<file path="config.mk">
export PLATFORM = sky130hd
export DESIGN_NAME = hall_capture_validator
export DESIGN_NICKNAME = d
export VERILOG_FILES = /design/src/hw/rtl/hcv_pkg.sv /design/src/hw/rtl/hcv_core.sv /design/src/hw/rtl/hall_capture_validator.sv
export VERILOG_INCLUDE_DIRS = /design/src /design/src/hw/rtl
export SDC_FILE = /design/constraint.sdc
export NUM_CORES = 1
export LEC_CHECK = 0
export BUFFER_PORTS_ARGS = -buffer_cell sky130_fd_sc_hd__clkbuf_2
export CORE_UTILIZATION = 62
export CTS_CLUSTER_SIZE = 8
export DETAILED_ROUTE_END_ITERATION = 10
export PLACE_DENSITY_LB_ADDON = 0.2
export SYNTH_ARGS = -nofsm -noshare
export SYNTH_HDL_FRONTEND = slang
export SYNTH_SLANG_ARGS = --single-unit
</file>
<file path="constraint.sdc">
create_clock -name clk_i -period 12.8 [get_ports clk_i]
set_input_delay 2.56 -clock clk_i [delete_from_list [all_inputs] [get_ports clk_i]]
set_output_delay 2.56 -clock clk_i [all_outputs]
set_load 0.005 [all_outputs]
</file>
<file path="src/hw/rtl/hall_capture_validator_defines.svh">
// ----------------------------------------------------------------------------
// hall capture validator assertion macros
// shared property wrappers, clocked on the rising edge and disabled in reset
// ----------------------------------------------------------------------------
`ifndef HALL_CAPTURE_VALIDATOR_DEFINES_SVH
`define HALL_CAPTURE_VALIDATOR_DEFINES_SVH

// same-cycle implication
`define HCV_ASSERT_IMPL(label, clk, rst_n, ante, cons) \
  label: assert property (@(posedge clk) disable iff (!(rst_n)) (ante) |-> (cons)) \
    else $error("hcv assertion failed");

// next-cycle implication
`define HCV_ASSERT_NEXT(label, clk, rst_n, ante, cons) \
  label: assert property (@(posedge clk) disable iff (!(rst_n)) (ante) |=> (cons)) \
    else $error("hcv assertion failed");

`endif

</file>
<file path="src/hw/rtl/hcv_pkg.sv">
// ----------------------------------------------------------------------------
// hcv_pkg
// shared types and constants of the hall capture validator
// ----------------------------------------------------------------------------
package hcv_pkg;

  localparam int unsigned TickWidth = 32;
  localparam int unsigned CntWidth  = 32;
  localparam int unsigned HallWidth = 3;

  typedef enum logic [1:0] {
    OP_CAPTURE = 2'd0,
    OP_TIMEOUT = 2'd1,
    OP_START   = 2'd2,
    OP_STOP    = 2'd3
  } opcode_e;

  typedef enum logic [1:0] {
    ST_OK          = 2'd0,
    ST_NOT_RUNNING = 2'd1,
    ST_INVALID     = 2'd2
  } status_e;

  typedef struct packed {
    opcode_e                opcode;
    logic [TickWidth-1:0]   edge_ticks;
    logic [HallWidth-1:0]   hall_sample;
    logic                   overcapture;
    logic                   timeout_pending;
  } item_t;

  typedef struct packed {
    status_e                status;
    logic [HallWidth-1:0]   hall_now;
    logic                   sample_seen;
    logic [TickWidth-1:0]   last_ticks;
    logic [TickWidth-1:0]   interval_ticks;
    logic                   interval_ok;
    logic                   stalled;
    logic [CntWidth-1:0]    good_edges;
    logic [CntWidth-1:0]    bad_edges;
    logic [CntWidth-1:0]    timeouts;
    logic [CntWidth-1:0]    repeat_states;
    logic [CntWidth-1:0]    overruns;
  } result_t;

endpackage

</file>
<file path="src/hw/rtl/hcv_core.sv">
// ----------------------------------------------------------------------------
// hcv_core
// event state, validation rules and counters; one event per fire
// ----------------------------------------------------------------------------
module hcv_core (
  input  logic            clk_i,
  input  logic            rst_ni,
  input  logic            fire_i,
  input  hcv_pkg::item_t  item_i,
  output hcv_pkg::result_t result_o
);

  logic                            running_q, running_d;
  logic [hcv_pkg::HallWidth-1:0]   hall_last_q, hall_last_d;
  logic                            have_sample_q, have_sample_d;
  logic [hcv_pkg::TickWidth-1:0]   ticks_last_q, ticks_last_d;
  logic                            interval_q, interval_d;
  logic                            timed_out_q, timed_out_d;
  logic                            ref_ok_q, ref_ok_d;
  logic                            cap_tmo_q, cap_tmo_d;
  logic [hcv_pkg::CntWidth-1:0]    good_q, good_d;
  logic [hcv_pkg::CntWidth-1:0]    bad_q, bad_d;
  logic [hcv_pkg::CntWidth-1:0]    tmo_q, tmo_d;
  logic [hcv_pkg::CntWidth-1:0]    rpt_q, rpt_d;
  logic [hcv_pkg::CntWidth-1:0]    ovr_q, ovr_d;
  hcv_pkg::status_e                status;

  always_comb begin
    logic same;
    logic bad;
    running_d     = running_q;
    hall_last_d   = hall_last_q;
    have_sample_d = have_sample_q;
    ticks_last_d  = ticks_last_q;
    interval_d    = interval_q;
    timed_out_d   = timed_out_q;
    ref_ok_d      = ref_ok_q;
    cap_tmo_d     = cap_tmo_q;
    good_d        = good_q;
    bad_d         = bad_q;
    tmo_d         = tmo_q;
    rpt_d         = rpt_q;
    ovr_d         = ovr_q;
    status        = hcv_pkg::ST_OK;
    same          = have_sample_q && (item_i.hall_sample == hall_last_q);
    bad           = (item_i.edge_ticks == '0) || item_i.overcapture || same;

    case (item_i.opcode)
      hcv_pkg::OP_CAPTURE: begin
        if (!running_q) begin
          status = hcv_pkg::ST_NOT_RUNNING;
        end else begin
          if (item_i.overcapture) begin
            ovr_d = ovr_q + 1'b1;
          end
          if (same) begin
            rpt_d = rpt_q + 1'b1;
          end else begin
            hall_last_d   = item_i.hall_sample;
            have_sample_d = 1'b1;
          end
          ticks_last_d = item_i.edge_ticks;
          timed_out_d  = 1'b0;
          cap_tmo_d    = item_i.timeout_pending;
          // interval needs a good reference and no timeout in between
          interval_d   = !bad && ref_ok_q && !item_i.timeout_pending;
          if (bad) begin
            bad_d    = bad_q + 1'b1;
            ref_ok_d = 1'b0;
            status   = hcv_pkg::ST_INVALID;
          end else begin
            good_d   = good_q + 1'b1;
            ref_ok_d = 1'b1;
          end
        end
      end
      hcv_pkg::OP_TIMEOUT: begin
        if (!running_q) begin
          status = hcv_pkg::ST_NOT_RUNNING;
        end else begin
          if (!timed_out_q || cap_tmo_q) begin
            tmo_d = tmo_q + 1'b1;
          end
          interval_d = 1'b0;
          // a timeout already seen at the last capture is absorbed
          if (cap_tmo_q) begin
            timed_out_d = 1'b0;
            cap_tmo_d   = 1'b0;
          end else begin
            timed_out_d = 1'b1;
            ref_ok_d    = 1'b0;
          end
        end
      end
      hcv_pkg::OP_START: begin
        if (!running_q) begin
          hall_last_d   = item_i.hall_sample;
          have_sample_d = 1'b1;
          ticks_last_d  = '0;
          interval_d    = 1'b0;
          timed_out_d   = 1'b0;
          ref_ok_d      = 1'b0;
          cap_tmo_d     = 1'b0;
          running_d     = 1'b1;
        end
      end
      hcv_pkg::OP_STOP: begin
        if (running_q) begin
          running_d   = 1'b0;
          ref_ok_d    = 1'b0;
          cap_tmo_d   = 1'b0;
          interval_d  = 1'b0;
          timed_out_d = 1'b0;
        end
      end
      default: begin
        status = hcv_pkg::ST_OK;
      end
    endcase
  end

  always_ff @(posedge clk_i or negedge rst_ni) begin
    if (!rst_ni) begin
      running_q     <= 1'b0;
      hall_last_q   <= '0;
      have_sample_q <= 1'b0;
      ticks_last_q  <= '0;
      interval_q    <= 1'b0;
      timed_out_q   <= 1'b0;
      ref_ok_q      <= 1'b0;
      cap_tmo_q     <= 1'b0;
      good_q        <= '0;
      bad_q         <= '0;
      tmo_q         <= '0;
      rpt_q         <= '0;
      ovr_q         <= '0;
    end else if (fire_i) begin
      running_q     <= running_d;
      hall_last_q   <= hall_last_d;
      have_sample_q <= have_sample_d;
      ticks_last_q  <= ticks_last_d;
      interval_q    <= interval_d;
      timed_out_q   <= timed_out_d;
      ref_ok_q      <= ref_ok_d;
      cap_tmo_q     <= cap_tmo_d;
      good_q        <= good_d;
      bad_q         <= bad_d;
      tmo_q         <= tmo_d;
      rpt_q         <= rpt_d;
      ovr_q         <= ovr_d;
    end
  end

  always_comb begin
    result_o.status         = status;
    result_o.hall_now       = hall_last_d;
    result_o.sample_seen    = have_sample_d;
    result_o.last_ticks     = ticks_last_d;
    result_o.interval_ticks = interval_d ? ticks_last_d : '0;
    result_o.interval_ok    = interval_d;
    result_o.stalled        = timed_out_d;
    result_o.good_edges     = good_d;
    result_o.bad_edges      = bad_d;
    result_o.timeouts       = tmo_d;
    result_o.repeat_states  = rpt_d;
    result_o.overruns       = ovr_d;
  end

endmodule

</file>
<file path="src/hw/rtl/hall_capture_validator.sv">
// ----------------------------------------------------------------------------
// hall_capture_validator
// hall-sensor edge validator with interval report and event counters
// ----------------------------------------------------------------------------
// input channel: in_valid_i / in_stall_o with one event per transfer
//   (capture, timeout, start or stop) and its fields as separate ports
// output channel: out_valid_o / out_stall_i, one result per event: status
//   plus a snapshot of hall state, last ticks, interval and counters
// order: the input register takes the event at its transfer, then the result
//   register takes the core's result for it once the event fires from there
// throughput: one event per cycle while the receiver does not stall; the state
//   update and counter increments are combinational between the two registers
// reset: running clear, all flags, hall state, ticks and counters zero,
//   both registers empty
// receiver stall: the result register holds; the input register still takes
//   one event while it is empty, and in_stall_o is high while both registers
//   hold an event and out_stall_i is high
// ----------------------------------------------------------------------------
`include "hall_capture_validator_defines.svh"

module hall_capture_validator (
  input  logic                            clk_i,
  input  logic                            rst_ni,
  input  logic                            in_valid_i,
  output logic                            in_stall_o,
  input  logic [1:0]                      opcode_i,
  input  logic [hcv_pkg::TickWidth-1:0]   edge_ticks_i,
  input  logic [hcv_pkg::HallWidth-1:0]   hall_sample_i,
  input  logic                            overcapture_i,
  input  logic                            timeout_pending_i,
  output logic                            out_valid_o,
  input  logic                            out_stall_i,
  output logic [1:0]                      status_o,
  output logic [hcv_pkg::HallWidth-1:0]   hall_now_o,
  output logic                            sample_seen_o,
  output logic [hcv_pkg::TickWidth-1:0]   last_ticks_o,
  output logic [hcv_pkg::TickWidth-1:0]   interval_ticks_o,
  output logic                            interval_ok_o,
  output logic                            stalled_o,
  output logic [hcv_pkg::CntWidth-1:0]    good_edges_o,
  output logic [hcv_pkg::CntWidth-1:0]    bad_edges_o,
  output logic [hcv_pkg::CntWidth-1:0]    timeouts_o,
  output logic [hcv_pkg::CntWidth-1:0]    repeat_states_o,
  output logic [hcv_pkg::CntWidth-1:0]    overruns_o
);

  logic             in_valid_q;
  hcv_pkg::item_t   in_item_q;
  logic             out_valid_q;
  hcv_pkg::result_t out_res_q;
  hcv_pkg::result_t core_res;
  logic             out_adv;
  logic             fire;
  logic             in_take;

  assign out_adv    = !out_valid_q || !out_stall_i;
  assign fire       = in_valid_q && out_adv;
  assign in_stall_o = in_valid_q && !out_adv;
  assign in_take    = in_valid_i && !in_stall_o;

  always_ff @(posedge clk_i or negedge rst_ni) begin
    if (!rst_ni) begin
      in_valid_q <= 1'b0;
    end else if (!in_stall_o) begin
      in_valid_q <= in_valid_i;
    end
  end

  always_ff @(posedge clk_i) begin
    if (in_take) begin
      in_item_q.opcode          <= hcv_pkg::opcode_e'(opcode_i);
      in_item_q.edge_ticks      <= edge_ticks_i;
      in_item_q.hall_sample     <= hall_sample_i;
      in_item_q.overcapture     <= overcapture_i;
      in_item_q.timeout_pending <= timeout_pending_i;
    end
  end

  hcv_core u_core (
    .clk_i    (clk_i),
    .rst_ni   (rst_ni),
    .fire_i   (fire),
    .item_i   (in_item_q),
    .result_o (core_res)
  );

  always_ff @(posedge clk_i or negedge rst_ni) begin
    if (!rst_ni) begin
      out_valid_q <= 1'b0;
    end else if (out_adv) begin
      out_valid_q <= in_valid_q;
    end
  end

  always_ff @(posedge clk_i) begin
    if (fire) begin
      out_res_q <= core_res;
    end
  end

  assign out_valid_o      = out_valid_q;
  assign status_o         = out_res_q.status;
  assign hall_now_o       = out_res_q.hall_now;
  assign sample_seen_o    = out_res_q.sample_seen;
  assign last_ticks_o     = out_res_q.last_ticks;
  assign interval_ticks_o = out_res_q.interval_ticks;
  assign interval_ok_o    = out_res_q.interval_ok;
  assign stalled_o        = out_res_q.stalled;
  assign good_edges_o     = out_res_q.good_edges;
  assign bad_edges_o      = out_res_q.bad_edges;
  assign timeouts_o       = out_res_q.timeouts;
  assign repeat_states_o  = out_res_q.repeat_states;
  assign overruns_o       = out_res_q.overruns;

  // a valid interval only comes from a good capture
  `HCV_ASSERT_IMPL(a_interval_status, clk_i, rst_ni,
    out_valid_o && interval_ok_o,
    (status_o == hcv_pkg::ST_OK) && (interval_ticks_o == last_ticks_o) && (last_ticks_o != '0))

  // an empty result register never pushes back on the input side
  `HCV_ASSERT_IMPL(a_no_stall_when_empty, clk_i, rst_ni,
    !out_valid_o,
    !in_stall_o)

  // an accepted event always reaches the result register
  `HCV_ASSERT_NEXT(a_fire_to_out, clk_i, rst_ni,
    fire,
    out_valid_o)

endmodule

</file>
==> Implementation_results.wiki, run 1 <==
{| class="wikitable"
! Metric !! Value
|-
| Run status || completed
|-
| Most used cell, CP || clkbuf_2
|-
| Post-synthesis cell area || 20700 um^2
|-
| Clock tree from TritonCTS || built
|-
| TNS Setup || 0 ns
|-
| Number of global-route vias before repair || 13700
|-
| First drt pass iteration count || 6
|-
| Share of flip-flops with an asynchronous set or reset after synthesis || 42.8%
|-
| Number of maximum-capacitance violations || 0
|-
| Max-slew violation count || 0
|-
| I/O pins || 277
|-
| Hold Vio Cnt, Final || 0
|-
| Top cell type's share of synthesized area || 39.4%
|-
| Achievable frequency || 181 MHz
|-
| Routed Antenna Nets || 0
|-
| Capturing element type of the critical path || primary output
|-
| Starting density of the core || 63.2%
|-
| Peak-usage layer in the global routing report || met2
|-
| Slew headroom || roughly a fifth
|-
| Sequential element share of the synthesized area || between 60% and 70%
|-
| RSZ-0062 raised after global routing || no
|-
| Layout Nets || between 2000 and 2500
|-
| Per-instance average area after synthesis || 12.3 um^2
|-
| Final setup fails || 0
|-
| Post-CTS Hold Buffers || 0
|-
| Congestion Overflow GR || 0
|-
| Share of final-layout standard cells stronger than drive strength 1 || 20.2%
|-
| Synth Register Bits || 474
|-
| Net Count, Synth || roughly 1700
|-
| Path class of the lowest-slack min-delay path || register to register
|-
| Resized cells post-CTS || 0
|-
| Crit-path max cell delay || 0.12 ns
|-
| Number of enable flip-flop cells after synthesis || 271
|-
| Transition time at the pin with the least slew margin || 1.18 ns
|-
| Die Ht || 185 um
|-
| Wire length of the first global-routing pass || 70800 um
|-
| Worst Path Arrival || 2.98 ns
|-
| TritonCTS Sinks || approximately 470
|-
| Yosys warning count || 0
|-
| Buffers inserted by post-CTS timing repair || 0
|-
| Met3 layer usage reported by global route || 6.56%
|-
| Most frequent cells after synthesis || edfxtp_1 (271), dfrtp_1 (203), xor2_1 (173)
|-
| Crit-path slowest cell || clkbuf_2
|-
| Worst Path Max Fanout || 3
|-
| Number of antenna violations at the first check in global routing || 5
|-
| Clock Path Buffers || 3
|-
| Final critical delay including setup and external delays || 5.54 ns
|-
| Critical Path Source Type || input port
|-
| Die Footprint || 34100 um^2
|-
| Via density per instance || 5.69
|-
| Total vias in the final route || 14000
|-
| Worst Setup Path Type || input port to primary output
|-
| Peak ir drop on the vdd network || 0.135 mV
|-
| Family of cells with the greatest summed delay on the critical path || buffers and inverters
|-
| Final setup skew || 0.0244 ns
|-
| Post-synth top flop || edfxtp_1
|-
| Gp weighted congestion || 0.851
|-
| Post-synthesis to final-layout area growth || 18.1%
|-
| Final core utilization || ~75%
|-
| Worst-Skew Late Latency || 0.56 ns
|-
| GRT met1 Usage || between 30% and 40%
|-
| Count of unresolved DRC violations after routing || 0
|-
| GRT Resource Usage Total || between 20% and 30%
|-
| Worst path bufs/invs || 3
|-
| Row Count || 66
|-
| Pin count of the biggest net entering global routing || 156
|-
| Req. time, crit path || 10.24 ns
|-
| Static power due to leakage || approximately 0.011 uW
|-
| Mean routed wirelength per cell || between 15 and 20 um
|-
| Final HPWL DP || approximately 28000 um
|-
| Library cells used by synthesis || 53
|-
| Die width || 185 um
|-
| Core Box Area || 32700 um^2
|-
| Detailed Route WL || around 44000 um
|-
| DRC marker count from the first detailed-route iteration || 921
|-
| CTS clock-pin slew for the worst setup and hold paths || 0.05 ns
|-
| Minimum setup slack among reg-to-reg paths || approximately 9 ns
|-
| GR met2 Demand/Resource || 42.7%
|-
| Cell Chain, Critical Path || clkbuf_2, nand3_1, inv_1, clkbuf_2
|-
| Cts bufs inserted || 69
|-
| Ratio of total power to cell area || 160 nW/um^2
|-
| Leading cell types by total area after synthesis || edfxtp_1 (39%), dfrtp_1 (25%), xor2_1 (7.3%), xnor2_1 (5.9%), nand2_1 (2.6%)
|-
| Quantity of I/O buffers inserted on ports || between 200 and 300
|-
| Library cell used as clock root buffer || clkbuf_16
|-
| Maximum level of the CTS H-tree || 3
|-
| Post-synth top area cell || edfxtp_1
|-
| Mapped Cells || 1677
|-
| Final cycle utilization of the critical path || 43.3%
|-
| Most frequent cell after synthesis || edfxtp_1
|}
## area by class of cell
type | instances | area (um^2)
Antenna cell | 4 | 10.0
Clock inverter | 5 | 50.0
Fill cell | 2209 | 8270
Sequential cell | 474 | 13200
Clock buffer | 123 | 1990
Multi-Input combinational cell | 1063 | 6910
Timing Repair Buffer | 288 | 1480
Tap cell | 442 | 553
Inverter | 55 | 214
## worst reg2reg max path: cells and delay by family (launching register included)
family / cells / cell delay, ns
flip-flops: 1 / 0.42
buffers and inverters: 1 / 0.13
XOR/XNOR: 1 / 0.18
adder cells (fa/ha/maj): 1 / 0.38
AND/OR/NAND/NOR: 4 / 2.82
## through the flow
| step | total power (uW) | setup slack [ns] | hold slack, ns | std cells | area, um^2 |
|---|---|---|---|---|---|
| 2_1_floorplan | 2100 | 2.61 | 0.441 | 1677 | 20700 |
| 3_3_place_gp | 2240 | 7.12 | 0.464 | 2322 | 22400 |
| 3_5_place_dp | 2250 | 7.00 | 0.471 | 2322 | 22400 |
| 4_1_cts | 3950 | 7.25 | 0.481 | 2450 | 24400 |
| 5_1_grt | 4070 | 7.20 | 0.504 | 2452 | 24400 |
| 6_report | 3920 | 7.26 | 0.476 | 2454 | 24400 |
## logic make-up (layout without fill, tap and decap cells)
group | after synthesis | count (layout) | share of synthesized area (%)
flip-flops | 474 | 474 | 63.9
multiplexers | 15 | 15 | 0.811
adder cells (fa/ha/maj) | 10 | 10 | 0.605
AND/OR/NAND/NOR | 633 | 633 | 15.8
buffers and inverters | 140 | 471 | 2.75
other | 0 | 4 | 0
AO/OA/AOI/OAI | 93 | 93 | 2.88
XOR/XNOR | 312 | 312 | 13.2
## power by group
group	total [uW]	switching (uW)	internal [uW]
logic	374	242	132
registers	1860	84.2	1770
clock network	1680	635	1050
total	3920	961	2960
## layout by cell type (no fill, tap or decap), types with 4 or more instances in the layout
| cell type | n |
|---|---|
| clkbuf_2 | 275 |
| edfxtp_1 | 271 |
| dfrtp_1 | 203 |
| xor2_1 | 173 |
| nand2_1 | 142 |
| xnor2_1 | 139 |
| nor2_1 | 109 |
| nand3_1 | 98 |
| nor3_1 | 95 |
| clkbuf_16 | 72 |
| inv_1 | 54 |
| nand4_1 | 54 |
| nor4_1 | 53 |
| clkbuf_1 | 51 |
| o21ai_0 | 38 |
| a22oi_1 | 32 |
| and4_1 | 19 |
| mux2_2 | 14 |
| and3_1 | 14 |
| buf_4 | 12 |
| ha_1 | 10 |
| and2_1 | 8 |
| nand2b_1 | 6 |
| o22ai_1 | 6 |
| a21oi_1 | 5 |
| or3_1 | 5 |
| diode_2 | 4 |
| nor4_4 | 4 |
## path summary, 6_finish.rpt
path                                                       end                                 from  cells after the start
max                                                 in_stall_o                          out_stall_i                      4
min reg2reg                u_core.ticks_last_q[26]$_DFFE_PN0P_  u_core.ticks_last_q[26]$_DFFE_PN0P_                      2
max reg2reg                       u_core.rpt_q[19]$_DFFE_PN0P_              in_item_q[37]$_DFFE_PP_                      7
min in group asynchronous         u_core.ovr_q[12]$_DFFE_PN0P_                               rst_ni                      1
min                        u_core.ticks_last_q[26]$_DFFE_PN0P_  u_core.ticks_last_q[26]$_DFFE_PN0P_                      2
max in group asynchronous          u_core.tmo_q[5]$_DFFE_PN0P_                               rst_ni                      2
## sequential cells by signal, summed over array words and instances, names as in the netlist, 2 cells and up
| name | cells |
|---|---|
| timeouts_o | 32 |
| interval_ticks_o | 32 |
| good_edges_o | 32 |
| in_item_q | 39 |
| repeat_states_o | 32 |
| u_core.tmo_q | 32 |
| u_core.ovr_q | 32 |
| u_core.ticks_last_q | 32 |
| u_core.rpt_q | 32 |
| hall_now_o | 3 |
| status_o | 2 |
| u_core.good_q | 32 |
| overruns_o | 32 |
| bad_edges_o | 32 |
| u_core.bad_q | 32 |
| u_core.hall_last_q | 3 |
| last_ticks_o | 32 |
## routing by layer
metal | up-vias | wire (um)
met5 | - | 13
met4 | 2 | 1140
met3 | 79 | 3110
met2 | 502 | 21600
met1 | 6865 | 18400
li1 | 6511 | -
(Power assumes the default switching activity.)
==> run 2: changes to the inputs <==
CORE_UTILIZATION = 58   (was 62)
clock period = 5.46 ns   (was 12.8 ns; I/O delays follow)
==> Implementation_results.wiki, run 2 (same netlist as run 1, synthesis figures left out) <==
{| class="wikitable"
! Metric !! Value
|-
| Quantity of I/O buffers inserted on ports || 276
|-
| Die width || 191 um
|-
| TNS Setup || 0 ns
|-
| Max-slew violation count || 0
|-
| Count of unresolved DRC violations after routing || 0
|-
| RSZ-0062 raised after global routing || no
|-
| Ratio of total power to cell area || 373 nW/um^2
|-
| TritonCTS Sinks || 474
|-
| Worst Path Max Fanout || 12
|-
| Clock tree from TritonCTS || built
|-
| Number of global-route vias before repair || ~14000
|-
| Number of maximum-capacitance violations || 0
|-
| Share of final-layout standard cells stronger than drive strength 1 || 20.2%
|-
| Worst Setup Path Type || register to register
|-
| Transition time at the pin with the least slew margin || 1.08 ns
|-
| Req. time, crit path || 5.77 ns
|-
| Run status || completed
|-
| DRC marker count from the first detailed-route iteration || 947
|-
| Final setup skew || approximately 0.014 ns
|-
| Most common library cell in the layout ignoring fill and taps || clkbuf_2
|-
| Starting density of the core || 59.4%
|-
| Layout Nets || 2004
|-
| Worst Path Arrival || 3.61 ns
|-
| Die Footprint || between 30000 and 40000 um^2
|-
| Die Ht || 191 um
|-
| Hold Vio Cnt, Final || 0
|-
| Static power due to leakage || between 0.01 and 0.015 uW
|-
| Post-CTS Hold Buffers || 0
|-
| Routed Antenna Nets || 0
|-
| Mean routed wirelength per cell || approximately 18 um
|-
| Number of antenna violations at the first check in global routing || 6
|-
| Count of placed standard cells including taps || 2335
|-
| Buffers inserted by post-CTS timing repair || 0
|-
| Final setup fails || 0
|-
| Non-filler cells in the finished layout || between 2000 and 2500
|-
| CTS clock-pin slew for the worst setup and hold paths || 0.05 ns
|-
| Clock Path Buffers || 3
|-
| Most flop-heavy register || in_item_q
|-
| Final HPWL DP || 27800 um
|-
| Congestion Overflow GR || 0
|-
| Library cell used as clock root buffer || clkbuf_16
|-
| Most used cell, CP || nand3_1
|-
| Detailed Route WL || 43800 um
|-
| Crit-path slowest cell || nor4_4
|-
| I/O pins || 277
|-
| Gp weighted congestion || around 0.84
|-
| Pin count of the biggest net entering global routing || 125
|-
| Fillers || 2458
|-
| GRT Resource Usage Total || 24.5%
|-
| Total vias in the final route || 13800
|-
| Commonest cells after routing, fill and taps aside || clkbuf_2 (275), edfxtp_1 (271), dfrtp_1 (203)
|-
| Core Box Area || 34800 um^2
|-
| Resized cells post-CTS || 0
|-
| Crit-path max cell delay || around 0.62 ns
|-
| Smallest hold slack || 0.479 ns
|-
| Critical Path Source Type || register
|-
| Achievable frequency || 303 MHz
|-
| Path class of the lowest-slack min-delay path || register to register
|-
| Worst-Skew Late Latency || 0.58 ns
|-
| Final cycle utilization of the critical path || 60.4%
|-
| First drt pass iteration count || 6
|-
| Final critical delay including setup and external delays || 3.30 ns
|-
| Capturing element type of the critical path || register
|-
| Via density per instance || about 5.6
|-
| Maximum level of the CTS H-tree || 3
|-
| Number of flip-flops under the largest register name || 39
|-
| Cts bufs inserted || 69
|-
| Peak ir drop on the vdd network || 0.276 mV
|-
| Cell Chain, Critical Path || inv_1, ha_1, nand3_1, nor4_4, nand3_1, nor3_1, xor2_1
|-
| Wire length of the first global-routing pass || about 70000 um
|-
| Row Count || 68
|-
| Post-synthesis to final-layout area growth || 18.2%
|-
| Slew headroom || 27.8%
|}
## run 2: worst max-delay path: cells and delay by family (launching register included)
kind	cells	cell delay [ns]
XOR/XNOR	1	0.11
AND/OR/NAND/NOR	4	2.00
buffers and inverters	1	0.12
flip-flops	1	0.41
adder cells (fa/ha/maj)	1	0.37
## run 2: per-stage QoR
stage	power (uW)	cell area [um^2]	setup WS, ns	util, %
after floorplan	4910	20700	0.403	-
after global placement	5250	22400	1.95	64.4
after detailed placement	5290	22400	1.88	64.4
after CTS	9220	24400	2.13	70.2
after global routing	9500	24400	1.79	70.3
final	9130	24500	2.16	70.3
## run 2: path summary, 6_finish.rpt
kind                       slack [ns]                         start                       endpoint  depth (start not counted)
hold / removal                   0.48  u_core.rpt_q[31]$_DFFE_PN0P_   u_core.rpt_q[31]$_DFFE_PN0P_                          1
setup reg to reg                 2.16       in_item_q[37]$_DFFE_PP_       overruns_o[31]$_DFFE_PP_                          7
min in group asynchronous        0.60                        rst_ni   u_core.ovr_q[27]$_DFFE_PN0P_                          1
setup / recovery                 2.16       in_item_q[37]$_DFFE_PP_       overruns_o[31]$_DFFE_PP_                          7
max in group asynchronous        3.76                        rst_ni  u_core.good_q[31]$_DFFE_PN0P_                          2
hold reg to reg                  0.48  u_core.rpt_q[31]$_DFFE_PN0P_   u_core.rpt_q[31]$_DFFE_PN0P_                          1
## run 2: per-layer routing
metal  vias up  global-route usage, %  wire length (um)
met3        97                   5.13              2880
met5         -                      0                17
met1      6769                   33.4             18700
li1       6519                      -                 -
met2       457                   37.7             20800
met4         2                   11.5              1420
## run 2: area by class of cell
| class | count | area (um^2) | share of cell area (%) |
|---|---|---|---|
| clock inverter | 8 | 115 | 0.471 |
| timing repair buffer | 288 | 1510 | 6.16 |
| antenna | 5 | 12.5 | 0.0512 |
| clock buffer | 117 | 1910 | 7.80 |
| tap | 455 | 569 | 2.33 |
| inverter | 55 | 214 | 0.875 |
| sequential | 474 | 13200 | 54.1 |
| multi-input combinational | 1063 | 6910 | 28.3 |
## run 2: power breakdown
group          switching, uW  internal (uW)
Clock                   1530           2380
Combinational            556            312
Sequential               195           4160
